==> src/sv/pva_pkg.sv <==
`timescale 1ns / 1ps
// ----------------------------------------------------------------------------
// pva_pkg
// Shared constants, tables and types of the polar vector accumulator.
// ----------------------------------------------------------------------------
package pva_pkg;

    localparam int CORDIC_ITERATIONS = 20;
    localparam int SUM_BITS          = 32;
    localparam int GUARD             = 8;

    // datapath widths
    localparam int DP_W    = SUM_BITS + GUARD + 3;
    localparam int VEC_W   = DP_W - GUARD;
    localparam int ACC_W   = VEC_W + 1;
    localparam int ANG_W   = 34;
    localparam int ITER_W  = (CORDIC_ITERATIONS > 1) ? $clog2(CORDIC_ITERATIONS) : 1;
    localparam int HI_W    = DP_W - 1 - 30;
    localparam int MAG_W   = SUM_BITS + 11;
    localparam int MUL_A_W = 32;
    localparam int MUL_B_W = 30;
    localparam int PROD_W  = MUL_A_W + MUL_B_W;
    localparam int FRAC_W  = 23;
    localparam int Q_W     = 11;
    localparam int ATAN_N  = 32;
    localparam int ATAN_IDX_W = 5;

    localparam logic [ITER_W-1:0] ITER_LAST = ITER_W'(CORDIC_ITERATIONS - 1);

    localparam logic [15:0]        FULL_CIRCLE   = 16'd23040;
    localparam logic [29:0]        INV_GAIN_Q30  = 30'd652032874;
    localparam logic [15:0]        RECIP45       = 16'd46604;
    localparam int                 RECIP45_SHIFT = 21;
    localparam logic [15:0]        TURN_DIV      = 16'd45;
    localparam logic [PROD_W-1:0]  HALF_Q30      = PROD_W'(64'd1 << 29);
    localparam logic [PROD_W-1:0]  HALF_Q32      = PROD_W'(64'd1 << 31);

    localparam logic signed [ANG_W-1:0] ANG_QUARTER = ANG_W'(64'd1 << 30);
    localparam logic signed [ANG_W-1:0] ANG_HALF    = ANG_W'(64'd1 << 31);

    localparam logic [0:0] OP_START = 1'b0;
    localparam logic [0:0] OP_ADD   = 1'b1;

    localparam logic [1:0] STATUS_OK       = 2'd0;
    localparam logic [1:0] STATUS_SKIPPED  = 2'd1;
    localparam logic [1:0] STATUS_NO_START = 2'd2;

    // arctangent of 2^-i in 2^32 per turn
    localparam logic [29:0] ATAN_TURNS [ATAN_N] = '{
        30'd536870912, 30'd316933406, 30'd167458907, 30'd85004756, 30'd42667331,
        30'd21354465,  30'd10679838,  30'd5340245,   30'd2670163,  30'd1335087,
        30'd667544,    30'd333772,    30'd166886,    30'd83443,    30'd41722,
        30'd20861,     30'd10430,     30'd5215,      30'd2608,     30'd1304,
        30'd652,       30'd326,       30'd163,       30'd81,       30'd41,
        30'd20,        30'd10,        30'd5,         30'd3,        30'd1,
        30'd1,         30'd0
    };

    // fractional turn of a bearing remainder r (0..44): round(r * 2^32 / 23040) low bits
    typedef logic [FRAC_W-1:0] t_frac_tab [45];

    function automatic t_frac_tab f_build_frac();
        t_frac_tab tab;
        for (int i = 0; i < 45; i++) begin
            tab[i] = FRAC_W'(((64'(i) << 23) + 64'd22) / 64'd45);
        end
        return tab;
    endfunction

    localparam t_frac_tab TURN_FRAC = f_build_frac();

    typedef logic signed [DP_W-1:0]  t_dp;
    typedef logic signed [ANG_W-1:0] t_ang;

    typedef enum logic [1:0] {
        MUL_RECIP45,
        MUL_INV_GAIN,
        MUL_BEARING
    } t_mul_sel;

    typedef struct packed {
        logic                en;
        t_mul_sel            sel;
        logic [MUL_A_W-1:0]  a;
    } t_mul_req;

    typedef struct packed {
        logic              load;
        logic              step;
        logic              rotate;
        logic [ITER_W-1:0] iter;
    } t_cordic_ctl;

    typedef enum logic [3:0] {
        S_IDLE,
        S_MUL_Q,
        S_MUL_S,
        S_ROT_LOAD,
        S_ROT,
        S_ROT_END,
        S_VEC_LOAD,
        S_VEC,
        S_MAG_LO,
        S_MAG_HI,
        S_BEAR,
        S_BEAR_END,
        S_DONE
    } t_state;

endpackage

==> src/sv/pva_in_if.sv <==
`timescale 1ns / 1ps
// ----------------------------------------------------------------------------
// pva_in_if
// Input vector channel: opcode, bearing and strength with valid/ready.
// ----------------------------------------------------------------------------
interface pva_in_if;
    logic        valid;
    logic        ready;
    logic [0:0]  opcode;
    logic [15:0] bearing;
    logic [23:0] strength;

    modport source (output valid, output opcode, output bearing, output strength,
                    input ready);
    modport sink   (input valid, input opcode, input bearing, input strength,
                    output ready);
endinterface

==> src/sv/pva_out_if.sv <==
`timescale 1ns / 1ps
// ----------------------------------------------------------------------------
// pva_out_if
// Resultant channel: bearing, strength and status with valid/ready.
// ----------------------------------------------------------------------------
interface pva_out_if;
    logic        valid;
    logic        ready;
    logic [14:0] total_bearing;
    logic [23:0] total_strength;
    logic [1:0]  status;

    modport source (output valid, output total_bearing, output total_strength,
                    output status, input ready);
    modport sink   (input valid, input total_bearing, input total_strength,
                    input status, output ready);
endinterface

==> src/sv/pva_cfg_if.sv <==
`timescale 1ns / 1ps
// ----------------------------------------------------------------------------
// pva_cfg_if
// Configuration write channel carrying the strength clamp register.
// ----------------------------------------------------------------------------
interface pva_cfg_if;
    logic        valid;
    logic        ready;
    logic [23:0] max_strength;

    modport source (output valid, output max_strength, input ready);
    modport sink   (input valid, input max_strength, output ready);
endinterface

==> src/sv/pva_mult.sv <==
`timescale 1ns / 1ps
// ----------------------------------------------------------------------------
// pva_mult
// Shared multiplier by a selected constant, product registered.
// ----------------------------------------------------------------------------
module pva_mult (
    input  logic                          i_clk,
    input  pva_pkg::t_mul_req             i_req,
    output logic [pva_pkg::PROD_W-1:0]    o_prod
);
    import pva_pkg::*;

    logic [PROD_W-1:0]  r_prod;
    logic [MUL_B_W-1:0] coef;

    always_comb begin
        unique case (i_req.sel)
            MUL_RECIP45:  coef = MUL_B_W'(RECIP45);
            MUL_INV_GAIN: coef = INV_GAIN_Q30;
            MUL_BEARING:  coef = MUL_B_W'(FULL_CIRCLE);
            default:      coef = '0;
        endcase
    end

    always_ff @(posedge i_clk) begin
        if (i_req.en) begin
            r_prod <= PROD_W'(i_req.a) * PROD_W'(coef);
        end
    end

    assign o_prod = r_prod;

endmodule

==> src/sv/pva_cordic.sv <==
`timescale 1ns / 1ps
// ----------------------------------------------------------------------------
// pva_cordic
// CORDIC x/y/z registers with one micro-rotation per step, rotation or
// vectoring direction rule.
// ----------------------------------------------------------------------------
module pva_cordic (
    input  logic                  i_clk,
    input  pva_pkg::t_cordic_ctl  i_ctl,
    input  pva_pkg::t_dp          i_x,
    input  pva_pkg::t_dp          i_y,
    input  pva_pkg::t_ang         i_z,
    output pva_pkg::t_dp          o_x,
    output pva_pkg::t_dp          o_y,
    output pva_pkg::t_ang         o_z
);
    import pva_pkg::*;

    t_dp  r_x, r_y;
    t_ang r_z;
    t_dp  dx, dy;
    t_ang da;
    logic ccw;
    logic [ATAN_IDX_W-1:0] atan_idx;

    always_comb begin
        atan_idx = ATAN_IDX_W'(i_ctl.iter);
        dx       = r_y >>> i_ctl.iter;
        dy       = r_x >>> i_ctl.iter;
        da       = t_ang'({{(ANG_W - 30){1'b0}}, ATAN_TURNS[atan_idx]});
        // rotation drives z to zero, vectoring drives y to zero
        if (i_ctl.rotate) begin
            ccw = ~r_z[ANG_W-1];
        end else begin
            ccw = r_y[DP_W-1] || (r_y == '0);
        end
    end

    always_ff @(posedge i_clk) begin
        if (i_ctl.load) begin
            r_x <= i_x;
            r_y <= i_y;
            r_z <= i_z;
        end else if (i_ctl.step) begin
            if (ccw) begin
                r_x <= r_x - dx;
                r_y <= r_y + dy;
                r_z <= r_z - da;
            end else begin
                r_x <= r_x + dx;
                r_y <= r_y - dy;
                r_z <= r_z + da;
            end
        end
    end

    assign o_x = r_x;
    assign o_y = r_y;
    assign o_z = r_z;

endmodule

==> src/sv/polar_vector_accumulator_top.sv <==
`timescale 1ns / 1ps
// ----------------------------------------------------------------------------
// polar_vector_accumulator_top
// Running sum of polar vectors with resultant bearing and clamped strength.
// ----------------------------------------------------------------------------
// One vector at a time. A valid vector is rotated to x/y, added to the running
// sum and vectored back to bearing and strength; the block is ready for the next
// vector in the same cycle that its result appears on the output. An invalid
// influence skips the rotation pass, and a refused or unstarted item goes
// straight to the output. A zero resultant skips the vectoring pass and its
// final multiplies. The single CORDIC stage runs the rotation pass (polar to
// x/y) and then the vectoring pass (x/y to bearing and magnitude) one
// micro-rotation per cycle, with the shared constant multiplier used before and
// after the passes. The block takes a new vector while a finished result still
// waits on the output; the next finished result then waits until the output
// register is free.
// ----------------------------------------------------------------------------
module polar_vector_accumulator_top (
    input  logic       i_clk,
    input  logic       i_rst_n,
    pva_in_if.sink     i_in,
    pva_out_if.source  o_out,
    pva_cfg_if.sink    i_cfg
);
    import pva_pkg::*;

    localparam logic signed [ACC_W-1:0] ACC_SUM_MAX =
        {{(ACC_W - SUM_BITS + 1){1'b0}}, {(SUM_BITS - 1){1'b1}}};
    localparam logic signed [ACC_W-1:0] ACC_SUM_MIN =
        {{(ACC_W - SUM_BITS + 1){1'b1}}, {(SUM_BITS - 1){1'b0}}};
    localparam t_dp GUARD_HALF = t_dp'(64'd1 << (GUARD - 1));

    t_state r_state, n_state;

    logic signed [SUM_BITS-1:0] r_sum_x, n_sum_x, r_sum_y, n_sum_y;
    logic        r_started, n_started;
    logic [23:0] r_max_strength, n_max_strength;
    logic        r_out_valid, n_out_valid;

    logic [0:0]        r_op, n_op;
    logic [15:0]       r_bearing, n_bearing;
    logic [23:0]       r_strength, n_strength;
    logic [31:0]       r_turn, n_turn;
    logic              r_flip, n_flip;
    logic [1:0]        r_status, n_status;
    logic [ITER_W-1:0] r_iter, n_iter;
    logic [30:0]       r_mag_lo, n_mag_lo;
    logic [14:0]       r_res_bearing, n_res_bearing;
    logic [23:0]       r_res_strength, n_res_strength;
    logic [14:0]       r_out_bearing, n_out_bearing;
    logic [23:0]       r_out_strength, n_out_strength;
    logic [1:0]        r_out_status, n_out_status;

    t_mul_req          mul_req;
    logic [PROD_W-1:0] prod;
    t_cordic_ctl       cctl;
    t_dp               ld_x, ld_y, cx, cy;
    t_ang              ld_z, cz;

    // combinational helpers
    logic              in_take;
    logic              bearing_ok;
    logic [Q_W-1:0]    quot;
    logic [15:0]       rem16;
    logic [5:0]        rem;
    logic [PROD_W-1:0] rnd_sum;
    logic [PROD_W-1:0] bear_sum;
    t_ang              zs;
    t_dp               xf, yf, xr, yr;
    logic signed [VEC_W-1:0]    vx, vy;
    logic signed [SUM_BITS-1:0] bx, by;
    logic signed [ACC_W-1:0]    ax, ay;
    t_dp               sx, sy;
    logic [DP_W-2:0]   ux;
    logic [MAG_W-1:0]  mag_sum;
    logic [MAG_W-GUARD-1:0] mag_rnd;
    logic [14:0]       bear;

    pva_mult u_mult (
        .i_clk  (i_clk),
        .i_req  (mul_req),
        .o_prod (prod)
    );

    pva_cordic u_cordic (
        .i_clk (i_clk),
        .i_ctl (cctl),
        .i_x   (ld_x),
        .i_y   (ld_y),
        .i_z   (ld_z),
        .o_x   (cx),
        .o_y   (cy),
        .o_z   (cz)
    );

    assign i_in.ready          = (r_state == S_IDLE);
    assign i_cfg.ready         = 1'b1;
    assign o_out.valid         = r_out_valid;
    assign o_out.total_bearing = r_out_bearing;
    assign o_out.total_strength = r_out_strength;
    assign o_out.status        = r_out_status;

    always_comb begin
        in_take    = i_in.valid && (r_state == S_IDLE);
        bearing_ok = (i_in.bearing <= FULL_CIRCLE);

        // bearing to turn: q = bearing / 45, then table on the remainder
        quot  = prod[RECIP45_SHIFT +: Q_W];
        rem16 = r_bearing - 16'(16'(quot) * TURN_DIV);
        rem   = rem16[5:0];

        rnd_sum  = prod + HALF_Q30;
        bear_sum = prod + HALF_Q32;

        zs = t_ang'({{(ANG_W - 32){r_turn[31]}}, r_turn});

        // end of rotation pass: undo the half-turn fold, drop guard bits
        xf = r_flip ? -cx : cx;
        yf = r_flip ? -cy : cy;
        xr = xf + GUARD_HALF;
        yr = yf + GUARD_HALF;
        vx = xr[DP_W-1:GUARD];
        vy = yr[DP_W-1:GUARD];
        bx = (r_op == OP_START) ? '0 : r_sum_x;
        by = (r_op == OP_START) ? '0 : r_sum_y;
        ax = ACC_W'(bx) + ACC_W'(vx);
        ay = ACC_W'(by) + ACC_W'(vy);

        sx = t_dp'(r_sum_x) <<< GUARD;
        sy = t_dp'(r_sum_y) <<< GUARD;

        ux = (cx[DP_W-1] || (cx == '0)) ? '0 : cx[DP_W-2:0];

        mag_sum = MAG_W'(prod) + MAG_W'(r_mag_lo) + MAG_W'(GUARD_HALF);
        mag_rnd = mag_sum[MAG_W-1:GUARD];

        bear = bear_sum[32 +: 15];
    end

    always_comb begin
        n_state        = r_state;
        n_sum_x        = r_sum_x;
        n_sum_y        = r_sum_y;
        n_started      = r_started;
        n_max_strength = r_max_strength;
        n_out_valid    = r_out_valid;
        n_op           = r_op;
        n_bearing      = r_bearing;
        n_strength     = r_strength;
        n_turn         = r_turn;
        n_flip         = r_flip;
        n_status       = r_status;
        n_iter         = r_iter;
        n_mag_lo       = r_mag_lo;
        n_res_bearing  = r_res_bearing;
        n_res_strength = r_res_strength;
        n_out_bearing  = r_out_bearing;
        n_out_strength = r_out_strength;
        n_out_status   = r_out_status;

        mul_req     = '{en: 1'b0, sel: MUL_RECIP45, a: '0};
        cctl        = '{load: 1'b0, step: 1'b0, rotate: 1'b1, iter: r_iter};
        ld_x        = '0;
        ld_y        = '0;
        ld_z        = '0;

        if (i_cfg.valid) begin
            n_max_strength = i_cfg.max_strength;
        end

        if (o_out.ready) begin
            n_out_valid = 1'b0;
        end

        unique case (r_state)
            S_IDLE: begin
                if (in_take) begin
                    n_op           = i_in.opcode;
                    n_bearing      = i_in.bearing;
                    n_strength     = i_in.strength;
                    n_res_bearing  = '0;
                    n_res_strength = '0;
                    if (i_in.opcode == OP_START) begin
                        if (bearing_ok) begin
                            n_status = STATUS_OK;
                            n_state  = S_MUL_Q;
                        end else begin
                            // refused start vector drops the running sum
                            n_status  = STATUS_NO_START;
                            n_started = 1'b0;
                            n_sum_x   = '0;
                            n_sum_y   = '0;
                            n_state   = S_DONE;
                        end
                    end else if (!r_started) begin
                        n_status = STATUS_NO_START;
                        n_state  = S_DONE;
                    end else if (!bearing_ok) begin
                        n_status = STATUS_SKIPPED;
                        n_state  = S_VEC_LOAD;
                    end else begin
                        n_status = STATUS_OK;
                        n_state  = S_MUL_Q;
                    end
                end
            end
            S_MUL_Q: begin
                mul_req = '{en: 1'b1, sel: MUL_RECIP45, a: MUL_A_W'(r_bearing)};
                n_state = S_MUL_S;
            end
            S_MUL_S: begin
                n_turn  = {quot[8:0], TURN_FRAC[rem]};
                mul_req = '{en: 1'b1, sel: MUL_INV_GAIN, a: MUL_A_W'(r_strength)};
                n_state = S_ROT_LOAD;
            end
            S_ROT_LOAD: begin
                cctl.load = 1'b1;
                ld_x      = t_dp'({rnd_sum[30 +: 24], {GUARD{1'b0}}});
                ld_y      = '0;
                // fold into the right half plane, flip the result afterward
                if (zs > ANG_QUARTER) begin
                    ld_z   = zs - ANG_HALF;
                    n_flip = 1'b1;
                end else if (zs < -ANG_QUARTER) begin
                    ld_z   = zs + ANG_HALF;
                    n_flip = 1'b1;
                end else begin
                    ld_z   = zs;
                    n_flip = 1'b0;
                end
                n_iter  = '0;
                n_state = S_ROT;
            end
            S_ROT: begin
                cctl.step = 1'b1;
                if (r_iter == ITER_LAST) begin
                    n_state = S_ROT_END;
                end else begin
                    n_iter = r_iter + 1'b1;
                end
            end
            S_ROT_END: begin
                if (ax > ACC_SUM_MAX) begin
                    n_sum_x = ACC_SUM_MAX[SUM_BITS-1:0];
                end else if (ax < ACC_SUM_MIN) begin
                    n_sum_x = ACC_SUM_MIN[SUM_BITS-1:0];
                end else begin
                    n_sum_x = ax[SUM_BITS-1:0];
                end
                if (ay > ACC_SUM_MAX) begin
                    n_sum_y = ACC_SUM_MAX[SUM_BITS-1:0];
                end else if (ay < ACC_SUM_MIN) begin
                    n_sum_y = ACC_SUM_MIN[SUM_BITS-1:0];
                end else begin
                    n_sum_y = ay[SUM_BITS-1:0];
                end
                n_started = 1'b1;
                n_state   = S_VEC_LOAD;
            end
            S_VEC_LOAD: begin
                if ((r_sum_x == '0) && (r_sum_y == '0)) begin
                    n_res_bearing  = '0;
                    n_res_strength = '0;
                    n_state        = S_DONE;
                end else begin
                    cctl.load = 1'b1;
                    // left half plane: turn by half a turn first
                    if (r_sum_x[SUM_BITS-1]) begin
                        ld_x = -sx;
                        ld_y = -sy;
                        ld_z = ANG_HALF;
                    end else begin
                        ld_x = sx;
                        ld_y = sy;
                        ld_z = '0;
                    end
                    n_iter  = '0;
                    n_state = S_VEC;
                end
            end
            S_VEC: begin
                cctl.step   = 1'b1;
                cctl.rotate = 1'b0;
                if (r_iter == ITER_LAST) begin
                    n_state = S_MAG_LO;
                end else begin
                    n_iter = r_iter + 1'b1;
                end
            end
            S_MAG_LO: begin
                mul_req = '{en: 1'b1, sel: MUL_INV_GAIN, a: MUL_A_W'(ux[29:0])};
                n_state = S_MAG_HI;
            end
            S_MAG_HI: begin
                n_mag_lo = rnd_sum[30 +: 31];
                mul_req  = '{en: 1'b1, sel: MUL_INV_GAIN, a: MUL_A_W'(ux[DP_W-2:30])};
                n_state  = S_BEAR;
            end
            S_BEAR: begin
                if (mag_rnd > (MAG_W - GUARD)'(r_max_strength)) begin
                    n_res_strength = r_max_strength;
                end else begin
                    n_res_strength = mag_rnd[23:0];
                end
                mul_req = '{en: 1'b1, sel: MUL_BEARING, a: cz[31:0]};
                n_state = S_BEAR_END;
            end
            S_BEAR_END: begin
                n_res_bearing = (16'(bear) >= FULL_CIRCLE) ? '0 : bear;
                n_state       = S_DONE;
            end
            S_DONE: begin
                if (!r_out_valid || o_out.ready) begin
                    n_out_valid    = 1'b1;
                    n_out_bearing  = r_res_bearing;
                    n_out_strength = r_res_strength;
                    n_out_status   = r_status;
                    n_state        = S_IDLE;
                end
            end
            default: begin
                n_state = S_IDLE;
            end
        endcase
    end

    always_ff @(posedge i_clk) begin
        if (!i_rst_n) begin
            r_state        <= S_IDLE;
            r_sum_x        <= '0;
            r_sum_y        <= '0;
            r_started      <= 1'b0;
            r_max_strength <= 24'hFFFFFF;
            r_out_valid    <= 1'b0;
        end else begin
            r_state        <= n_state;
            r_sum_x        <= n_sum_x;
            r_sum_y        <= n_sum_y;
            r_started      <= n_started;
            r_max_strength <= n_max_strength;
            r_out_valid    <= n_out_valid;
        end
    end

    always_ff @(posedge i_clk) begin
        r_op           <= n_op;
        r_bearing      <= n_bearing;
        r_strength     <= n_strength;
        r_turn         <= n_turn;
        r_flip         <= n_flip;
        r_status       <= n_status;
        r_iter         <= n_iter;
        r_mag_lo       <= n_mag_lo;
        r_res_bearing  <= n_res_bearing;
        r_res_strength <= n_res_strength;
        r_out_bearing  <= n_out_bearing;
        r_out_strength <= n_out_strength;
        r_out_status   <= n_out_status;
    end

    // no sum held means both sums read zero
    a_unstarted_zero : assert property (@(posedge i_clk) disable iff (!i_rst_n)
        !r_started |-> (r_sum_x == '0) && (r_sum_y == '0))
        else $error("sums nonzero without a started sum");

    a_bearing_range : assert property (@(posedge i_clk) disable iff (!i_rst_n)
        r_out_valid |-> (16'(r_out_bearing) < FULL_CIRCLE))
        else $error("resultant bearing out of range");

    a_no_start_zero : assert property (@(posedge i_clk) disable iff (!i_rst_n)
        (r_out_valid && (r_out_status == STATUS_NO_START)) |->
            (r_out_bearing == '0) && (r_out_strength == '0))
        else $error("refused transaction carries a nonzero resultant");

    a_iter_bound : assert property (@(posedge i_clk) disable iff (!i_rst_n)
        ((r_state == S_ROT) || (r_state == S_VEC)) |-> (r_iter <= ITER_LAST))
        else $error("cordic iteration count overran");

    a_pass_follows : assert property (@(posedge i_clk) disable iff (!i_rst_n)
        (r_state == S_ROT_END) |=> (r_state == S_VEC_LOAD) && r_started)
        else $error("rotation pass not followed by vectoring pass");

endmodule
==> src/flat_wrapper.sv <==
// flat-port wrapper written by rule: the top's interface ports become plain ports
module polar_vector_accumulator_top_flat import pva_pkg::*;
  (i_clk, i_rst_n, i_in_valid, i_in_opcode, i_in_bearing, i_in_strength, i_in_ready, o_out_valid, o_out_total_bearing, o_out_total_strength, o_out_status, o_out_ready, i_cfg_valid, i_cfg_max_strength, i_cfg_ready);
  pva_in_if i_in_i ();
  pva_out_if o_out_i ();
  pva_cfg_if i_cfg_i ();
  input  logic i_clk;
  input  logic i_rst_n;
  input wire logic [$bits(i_in_i.valid)-1:0] i_in_valid;
  input wire logic [$bits(i_in_i.opcode)-1:0] i_in_opcode;
  input wire logic [$bits(i_in_i.bearing)-1:0] i_in_bearing;
  input wire logic [$bits(i_in_i.strength)-1:0] i_in_strength;
  output wire logic [$bits(i_in_i.ready)-1:0] i_in_ready;
  output wire logic [$bits(o_out_i.valid)-1:0] o_out_valid;
  output wire logic [$bits(o_out_i.total_bearing)-1:0] o_out_total_bearing;
  output wire logic [$bits(o_out_i.total_strength)-1:0] o_out_total_strength;
  output wire logic [$bits(o_out_i.status)-1:0] o_out_status;
  input wire logic [$bits(o_out_i.ready)-1:0] o_out_ready;
  input wire logic [$bits(i_cfg_i.valid)-1:0] i_cfg_valid;
  input wire logic [$bits(i_cfg_i.max_strength)-1:0] i_cfg_max_strength;
  output wire logic [$bits(i_cfg_i.ready)-1:0] i_cfg_ready;
  assign i_in_i.valid = i_in_valid;
  assign i_in_i.opcode = i_in_opcode;
  assign i_in_i.bearing = i_in_bearing;
  assign i_in_i.strength = i_in_strength;
  assign i_in_ready = i_in_i.ready;
  assign o_out_valid = o_out_i.valid;
  assign o_out_total_bearing = o_out_i.total_bearing;
  assign o_out_total_strength = o_out_i.total_strength;
  assign o_out_status = o_out_i.status;
  assign o_out_i.ready = o_out_ready;
  assign i_cfg_i.valid = i_cfg_valid;
  assign i_cfg_i.max_strength = i_cfg_max_strength;
  assign i_cfg_ready = i_cfg_i.ready;
  polar_vector_accumulator_top u_core (.i_clk(i_clk), .i_rst_n(i_rst_n), .i_in(i_in_i), .o_out(o_out_i), .i_cfg(i_cfg_i));
endmodule
==> config.mk <==
export PLATFORM = sky130hd
export DESIGN_NAME = polar_vector_accumulator_top_flat
export DESIGN_NICKNAME = d
export VERILOG_FILES = /design/src/sv/pva_pkg.sv /design/src/sv/pva_in_if.sv /design/src/sv/pva_out_if.sv /design/src/sv/pva_cfg_if.sv /design/src/sv/pva_mult.sv /design/src/sv/pva_cordic.sv /design/src/sv/polar_vector_accumulator_top.sv /design/src/flat_wrapper.sv
export SDC_FILE = /design/constraint.sdc
export NUM_CORES = 2
export LEC_CHECK = 0
export ABC_AREA = 1
export BUFFER_PORTS_ARGS = -buffer_cell sky130_fd_sc_hd__buf_2
export CELL_PAD_IN_SITES_DETAIL_PLACEMENT = 2
export CELL_PAD_IN_SITES_GLOBAL_PLACEMENT = 2
export CORE_MARGIN = 2
export CORE_UTILIZATION = 35
export CTS_CLUSTER_SIZE = 40
export DETAILED_ROUTE_END_ITERATION = 12
export MAX_ROUTING_LAYER = met4
export PLACE_DENSITY_LB_ADDON = 0.1
export SYNTH_ARGS = -nofsm -noshare
export SYNTH_HDL_FRONTEND = slang
export SYNTH_SLANG_ARGS = --single-unit
==> constraint.sdc <==
create_clock -name i_clk -period 9.1 [get_ports i_clk]
set_clock_uncertainty 0.05 [all_clocks]
set_input_delay 1.82 -clock i_clk [delete_from_list [all_inputs] [get_ports i_clk]]
set_output_delay 1.82 -clock i_clk [all_outputs]
set_load 0.05 [all_outputs]
==> Word level (Yosys, flattened, before mapping) <==
Memory sizes are Yosys's and may differ from the RTL's. A register that Yosys moved wholly into a read port is not among the register bits.
Cells that the tools add are included.
{ "classes": {"add_sub_neg": 22, "multipliers": 2, "order_cmp": 11, "eq_ne": 24, "n_shift": 2, "mux": 77, "n_bitwise": 3, "reduce_logical": 25} }
{ "op_table": {"columns": ["operator", "n"], "rows": [
  ["two-way mux 43 bit", 13],
  ["two-way mux 32 bit", 10],
  ["two-way mux 34 bit", 6],
  ["case mux 35 bit (5 select lines)", 1],
  ["case mux 32 bit (2 select lines)", 2],
  ["case mux 30 bit (3 select lines)", 1],
  ["adder 43 bit", 2],
  ["adder 43 x 9 -> 43 bit, second input constant", 2],
  ["logical NOT 43 bit", 2],
  ["negation 40 -> 43 bit", 2],
  ["negation 43 bit", 2],
  ["case mux 43 bit (2 select lines)", 1],
  [">>> shifter 43 x 5 -> 43 bit", 2],
  ["subtractor 43 bit", 2],
  ["adder 32 x 35 -> 36 bit", 2],
  ["greater-than comparator 36 x 32 -> 1 bit, second input constant", 2],
  ["less-than comparator 36 x 32 -> 1 bit, second input constant", 2],
  ["two-way mux 24 bit", 3],
  ["case mux 24 bit (3 select lines)", 1],
  ["case mux 34 bit (2 select lines)", 1],
  ["logical NOT 32 bit", 2],
  ["adder 61 x 30 -> 61 bit, second input constant", 1],
  ["multiplier 32 x 30 -> 61 bit", 1],
  ["two-way mux 30 bit", 2],
  ["52 further kinds", 101]
]} }
{ "totals": {"register_bits": 467, "rom_bits": 2432, "input_bits": 70, "out_inout_bits": 44, "elab_cells": 191, "n_memories": 2} }
{ "memory_table": {"columns": ["name", "depth", "word_bits", "read_ports", "rd_ports_with_merged_regs", "write_ports", "line", "source"], "rows": [
  ["(no name shown)", 64, 23, 1, 1, 0, "polar_vector_accumulator_top.sv:212", "n_turn = {quot[8:0], TURN_FRAC[rem]};"],
  ["(no name shown)", 32, 30, 1, 0, 0, "pva_cordic.sv:30", "da = t_ang'({{(ANG_W - 30){1'b0}}, ATAN_TURNS[atan_idx]});"]
]} }

==> Depth between registers and ports, before layout <==
{ "depth": {"word_depth": 8, "mapped_depth": 46} }

==> Hierarchy <==
Synthesis repeated with hierarchy kept, for this count alone.
{ "unflattened": {"cells_unflattened": 11417, "area_unflattened_um2": 77674.5} }
{ "by_module_without_submodules": {"columns": ["module", "n_inst", "cells_each", "area_per_inst_um2"], "rows": [
  ["polar_vector_accumulator_top", 1, 4568, 29086.6],
  ["pva_mult", 1, 3292, 27729.1],
  ["pva_cordic", 1, 3557, 20858.8]
]} }

==> Worst setup path before layout <==
No wires, ideal clock.
{ "synth_timing": {"path_kind": "register -> register", "start": "register u_core.r_state[3]", "end": "register u_core.u_mult.r_prod[58] (netlist: u_core.u_mult.o_prod[58]) (data pin)", "setup_ns": 0.252, "arrival_time_ns": 9.695, "t_required_ns": 8.798, "setup_slack_ns": -0.897, "path_stages_with_launch": 37, "period_less_slack_ns": 9.997, "cell_sequence": "dfxtp_1 > inv_1 > nor2_1 > inv_1 > nor2_1 > clkinv_1 > o22ai_1 > nand2_1 > nand2_1 > inv_1 > nor2_1 > inv_1 > fa_1 > fa_1 > inv_1 > fa_1 > fa_1 > fa_1 > fa_1 > fa_1 > inv_1 > fa_1 > inv_1 > ha_1 > nand2_1 > inv_1 > a21oi_1 > o21ai_0 > a21oi_1 > nand3_1 > a21o_1 > a21oi_1 > o21ai_0 > nand2_1 > nand2_1 > nand2_1 > nand2_1"} }
{ "synth_between": {"elab_chain_len": 5} }
{ "synth_rtl": {"columns": ["element", "line", "source"], "rows": [
  ["start: declaration", "polar_vector_accumulator_top.sv:33", "t_state r_state, n_state;"],
  ["start signal: assignment", "polar_vector_accumulator_top.sv:336", "r_state <= n_state;"],
  ["equality test 4 bit (tied with other cells)", "polar_vector_accumulator_top.sv:175", "unique case (r_state)"],
  ["case mux 35 bit (5 select lines) *", "polar_vector_accumulator_top.sv:175", null],
  ["equality test 2 bit (tied with other cells)", "pva_mult.sv:17", "unique case (i_req.sel)"],
  ["case mux 30 bit (3 select lines)", "pva_mult.sv:17", null],
  ["multiplier 32 x 30 -> 61 bit *", "pva_mult.sv:27", "r_prod <= PROD_W'(i_req.a) * PROD_W'(coef);"],
  ["end signal: assignment", "pva_mult.sv:27", null],
  ["end: declaration", "pva_mult.sv:13", "logic [PROD_W-1:0] r_prod;"]
]} }
Every way passes the cells marked *; elsewhere a longest branch is shown, timed or not.
A chain may end at the register's enable or synchronous reset.

==> Worst setup path in the final report <==
{ "layout_timing": {"start": "register u_core.u_cordic.r_x[3] (netlist: u_core.u_cordic.o_x[3])", "end": "register u_core.u_mult.r_prod[42] (netlist: u_core.u_mult.o_prod[42]) (data pin)"} }
{ "layout_between": {"elab_chain_len": 5} }
{ "layout_rtl": {"columns": ["element", "line", "source"], "rows": [
  ["start: declaration", "pva_cordic.sv:19", "t_dp r_x, r_y;"],
  ["start signal: assignment", "pva_cordic.sv:41", "r_x <= i_x;"],
  ["start signal: assignment", "pva_cordic.sv:46", "r_x <= r_x - dx;"],
  ["start signal: assignment", "pva_cordic.sv:50", "r_x <= r_x + dx;"],
  ["logical NOT 43 bit", "polar_vector_accumulator_top.sv:132", "ux = (cx[DP_W-1] || (cx == '0)) ? '0 : cx[DP_W-2:0];"],
  ["logical OR 1 bit", "polar_vector_accumulator_top.sv:132", null],
  ["two-way mux 42 bit *", "polar_vector_accumulator_top.sv:132", null],
  ["case mux 35 bit (5 select lines) *", "polar_vector_accumulator_top.sv:175", null],
  ["multiplier 32 x 30 -> 61 bit *", "pva_mult.sv:27", null]
]} }
Marked as above.

==> flow_summary.json <==
{
  "grt_util_met3_pct": 3.62,
  "netlist.area_leader.share_pct": 16.6,
  "syn-cell-area_sq_um": 71500,
  "required_ns": 9.53,
  "ff2ff_path_depth": 46,
  "cpMaxStageDelayCell": "fa_1",
  "rows": 165,
  "insertion_delay_ns": 0.73,
  "cp-end-kind": "flop",
  "initial_core_util_pct": 35.3,
  "drive_gt1_share_pct": 9.44,
  "synthTopCellsByArea": "fa_1 17%, edfxtp_1 15%, ha_1 13%",
  "wl_per_cell_um": 27.1,
  "period_share_pct": 98.7,
  "gr-usage-met2_pct": 53.6,
  "fin_util_pct": 39.7,
  "synth_area_per_cell_sq_um": 7.28,
  "crit_family": "adder cells",
  "slew_headroom_pct": 9.64,
  "grtUsageMet1_pct": 45.4,
  "routed_wl_um": 349000,
  "dr.pass1.iters": 5,
  "crit_path_max_fanout": 3,
  "synth.most_common_cell": "nand2_1",
  "grt_pass1_vias": 76800,
  "hold_buffers": 0,
  "path_buf_inv": 16,
  "async_flop_share_pct": 0,
  "rsz0062_at_grt": "yes",
  "crit_path_max_incr_delay_ns": 0.53,
  "slew_violations": 0,
  "hold_path_class": "reg -> reg",
  "globalRoute.busiestLayer": "met2",
  "cts_tree": "yes",
  "die_area_sq_um": 208000,
  "grt_pass1_wl_um": 513000,
  "min_period_ns": 8.98,
  "fmax_mhz": 111,
  "start_kind": "flop",
  "ant_nets": 0,
  "r2r_end": "u_core.u_mult.o_prod[42]",
  "syn_inst": 9819,
  "core_sq_um": 203000,
  "fin_nets": 11500,
  "yosys-top-cells-count": "2013 x nand2_1, 1832 x inv_1, 970 x nor2_1",
  "area.growth.synth_to_final_pct": 12.6,
  "synth_warnings": 0,
  "critical_path_depth": 46,
  "ys.flop_type": "edfxtp_1",
  "num-fill-cells": 23800,
  "io-pin-count": 114,
  "r2r_slack_ns": 0.12,
  "r2r-start": "u_core.u_cordic.o_x[3]",
  "hpwlAfterDp_um": 297000,
  "yosysUniqueCellTypes": 75,
  "dieWidth_um": 456,
  "ys_seq_elements": 459,
  "synth_top_area_cell": "fa_1",
  "place.gp.congestion": 0.978,
  "cts.sinks": 459,
  "h-tree-depth": 3,
  "cp.arrival_ns": 9.41,
  "grt_max_degree": 80,
  "max-clock-path-buffers": 3,
  "seq_area_frac_synth_pct": 18.0,
  "drt_iter0_drc": 4475,
  "portBuffers": 112,
  "max_cap_violations": 0,
  "viasPerCell": 5.48,
  "critPathLaunch": "u_core.u_cordic.o_x[3]",
  "finalHoldViolCount": 0,
  "cts_root_buffer": "clkbuf_16",
  "worst-setup-path-type": "reg -> reg",
  "path_clk_slew_ns": 0.06,
  "worstMarginPinSlew_ns": 1.34,
  "gr-total-overflow": 0,
  "synth-edff-count": 365,
  "dieHeight_um": 456,
  "crit_path_frequent_cell": "fa_1",
  "crit_path_end": "u_core.u_mult.o_prod[42]",
  "drcViolationCount": 0,
  "via_count": 70600,
  "setup-violations-final": 0,
  "antenna_found_initial": 28,
  "status": "finished clean",
  "cts_buffers": 68,
  "gr-usage-all-layers_pct": 33.8
}
==> worst register-to-register path: cells and delay by family (launching register included) <==
kind | cells | cell delay [ns]
buf+inv | 16 | 1.66
simple gates | 15 | 1.71
compound gates | 5 | 0.68
fa+ha+maj | 9 | 4.07
flops | 1 | 0.40
xor+xnor | 1 | 0.16
==> flip-flops by register name, indices dropped and copies added, names as in the netlist, 2 cells and up <==
| signal | cells |
|---|---|
| u_core.r_res_strength | 24 |
| u_core.u_cordic.o_x | 43 |
| u_core.r_bearing | 16 |
| u_core.o_out.status | 2 |
| u_core.o_out.total_strength | 24 |
| u_core.r_turn | 26 |
| u_core.u_cordic.o_y | 43 |
| u_core.r_status | 2 |
| u_core.r_sum_y | 32 |
| u_core.r_max_strength | 24 |
| u_core.r_iter | 5 |
| u_core.o_out.total_bearing | 15 |
| u_core.r_strength | 24 |
| u_core.r_mag_lo | 30 |
| u_core.r_res_bearing | 15 |
| u_core.r_state | 4 |
| u_core.u_mult.o_prod | 60 |
| u_core.r_sum_x | 32 |
| u_core.u_cordic.o_z | 34 |
==> cell usage in the layout, fill, tap and decap left out, types with 27 or more instances in the layout <==
cell | Yosys | final
clkbuf_16 | 0 | 68
nor2_1 | 970 | 928
ha_1 | 722 | 696
inv_2 | 25 | 44
xnor2_1 | 184 | 183
o211ai_1 | 40 | 40
nand3_1 | 699 | 693
buf_2 | 74 | 112
o21ai_0 | 390 | 380
nor3_1 | 105 | 95
a21oi_1 | 548 | 522
dfxtp_1 | 94 | 93
inv_1 | 1832 | 1808
nand4_1 | 88 | 88
nand2_2 | 28 | 50
a31oi_1 | 45 | 39
nand2_1 | 2013 | 1986
buf_4 | 18 | 369
fa_1 | 592 | 577
o21ai_1 | 41 | 48
o21bai_1 | 28 | 27
a21o_1 | 38 | 38
edfxtp_1 | 365 | 365
nor2_2 | 29 | 61
o22ai_1 | 48 | 48
xor2_1 | 349 | 348
nor4_1 | 45 | 43
==> kinds of logic (layout without fill, tap and decap cells) <==
kind of cell               Yosys count  in the layout  share of synthesized area [%]
other                                2             11                         0.0105
DFF                                459            459                           18.0
buffers and inverters             2101           2491                           11.5
and+or+nand+nor                   4077           4077                           24.1
AOI/OAI and AO/OA                 1326           1326                           10.5
xor gates and xnor gates           540            540                           6.69
adders and majority gates         1314           1314                           29.2
==> how the worst min path moves through the flow <==
stage,endpoint,cells past startpoint,slack (ns),start
2_1_floorplan,u_core.o_out.status[0],0,0.35,u_core.r_status[0]
3_3_place_gp,u_core.o_out.total_strength[16],0,0.35,u_core.r_res_strength[16]
3_5_place_dp,u_core.o_out.total_strength[10],0,0.36,u_core.r_res_strength[10]
4_1_cts,u_core.o_out.status[0],0,0.36,u_core.r_status[0]
5_1_grt,u_core.o_out.total_strength[4],0,0.37,u_core.r_res_strength[4]
6_report,u_core.o_out.total_bearing[7],0,0.37,u_core.r_res_bearing[7]
==> metrics by stage <==
step	hold WS [ns]	setup TNS, ns	setup WS [ns]	area (sq um)	instances
floorplan	0.350	0	0.179	71500	9822
global placement	0.353	0	0.00517	77000	12700
detailed placement	0.355	-2.37	-0.253	77000	12700
CTS	0.358	-0.00360	-0.00360	79500	12900
global route	0.369	-1.59	-0.164	80500	12900
finish	0.366	0	0.118	80500	12900
==> per-layer routing <==
layer	vias to the layer above	share of wire, %
met5	-	0
li1	32100	-
met2	1520	46
met3	409	5.0
met4	0	3.5
met1	36600	46
==> area by class of cell <==
| class | count | area (sq um) | share of cell area, % |
|---|---|---|---|
| antenna | 6 | 15.0 | 0.0187 |
| clock buffer | 87 | 1780 | 2.22 |
| clock inverter | 38 | 519 | 0.645 |
| inverter | 1869 | 7040 | 8.74 |
| multi-input combinational | 7262 | 51400 | 63.8 |
| sequential | 459 | 12800 | 16.0 |
| tap | 2672 | 3340 | 4.15 |
| timing repair buffer | 497 | 3580 | 4.45 |
==> what timing repair did <==
| action | in CTS | in global routing |
|---|---|---|
| setup buffers | 8 | 30 |
| gates resized for setup | 50 | 167 |
| endpoints found under the setup margin | 27 | 37 |
| pin swaps | 11 | 64 |
Power is not shown: default switching activity piles up to over one toggle a cycle in this logic, so the estimate is an artifact.
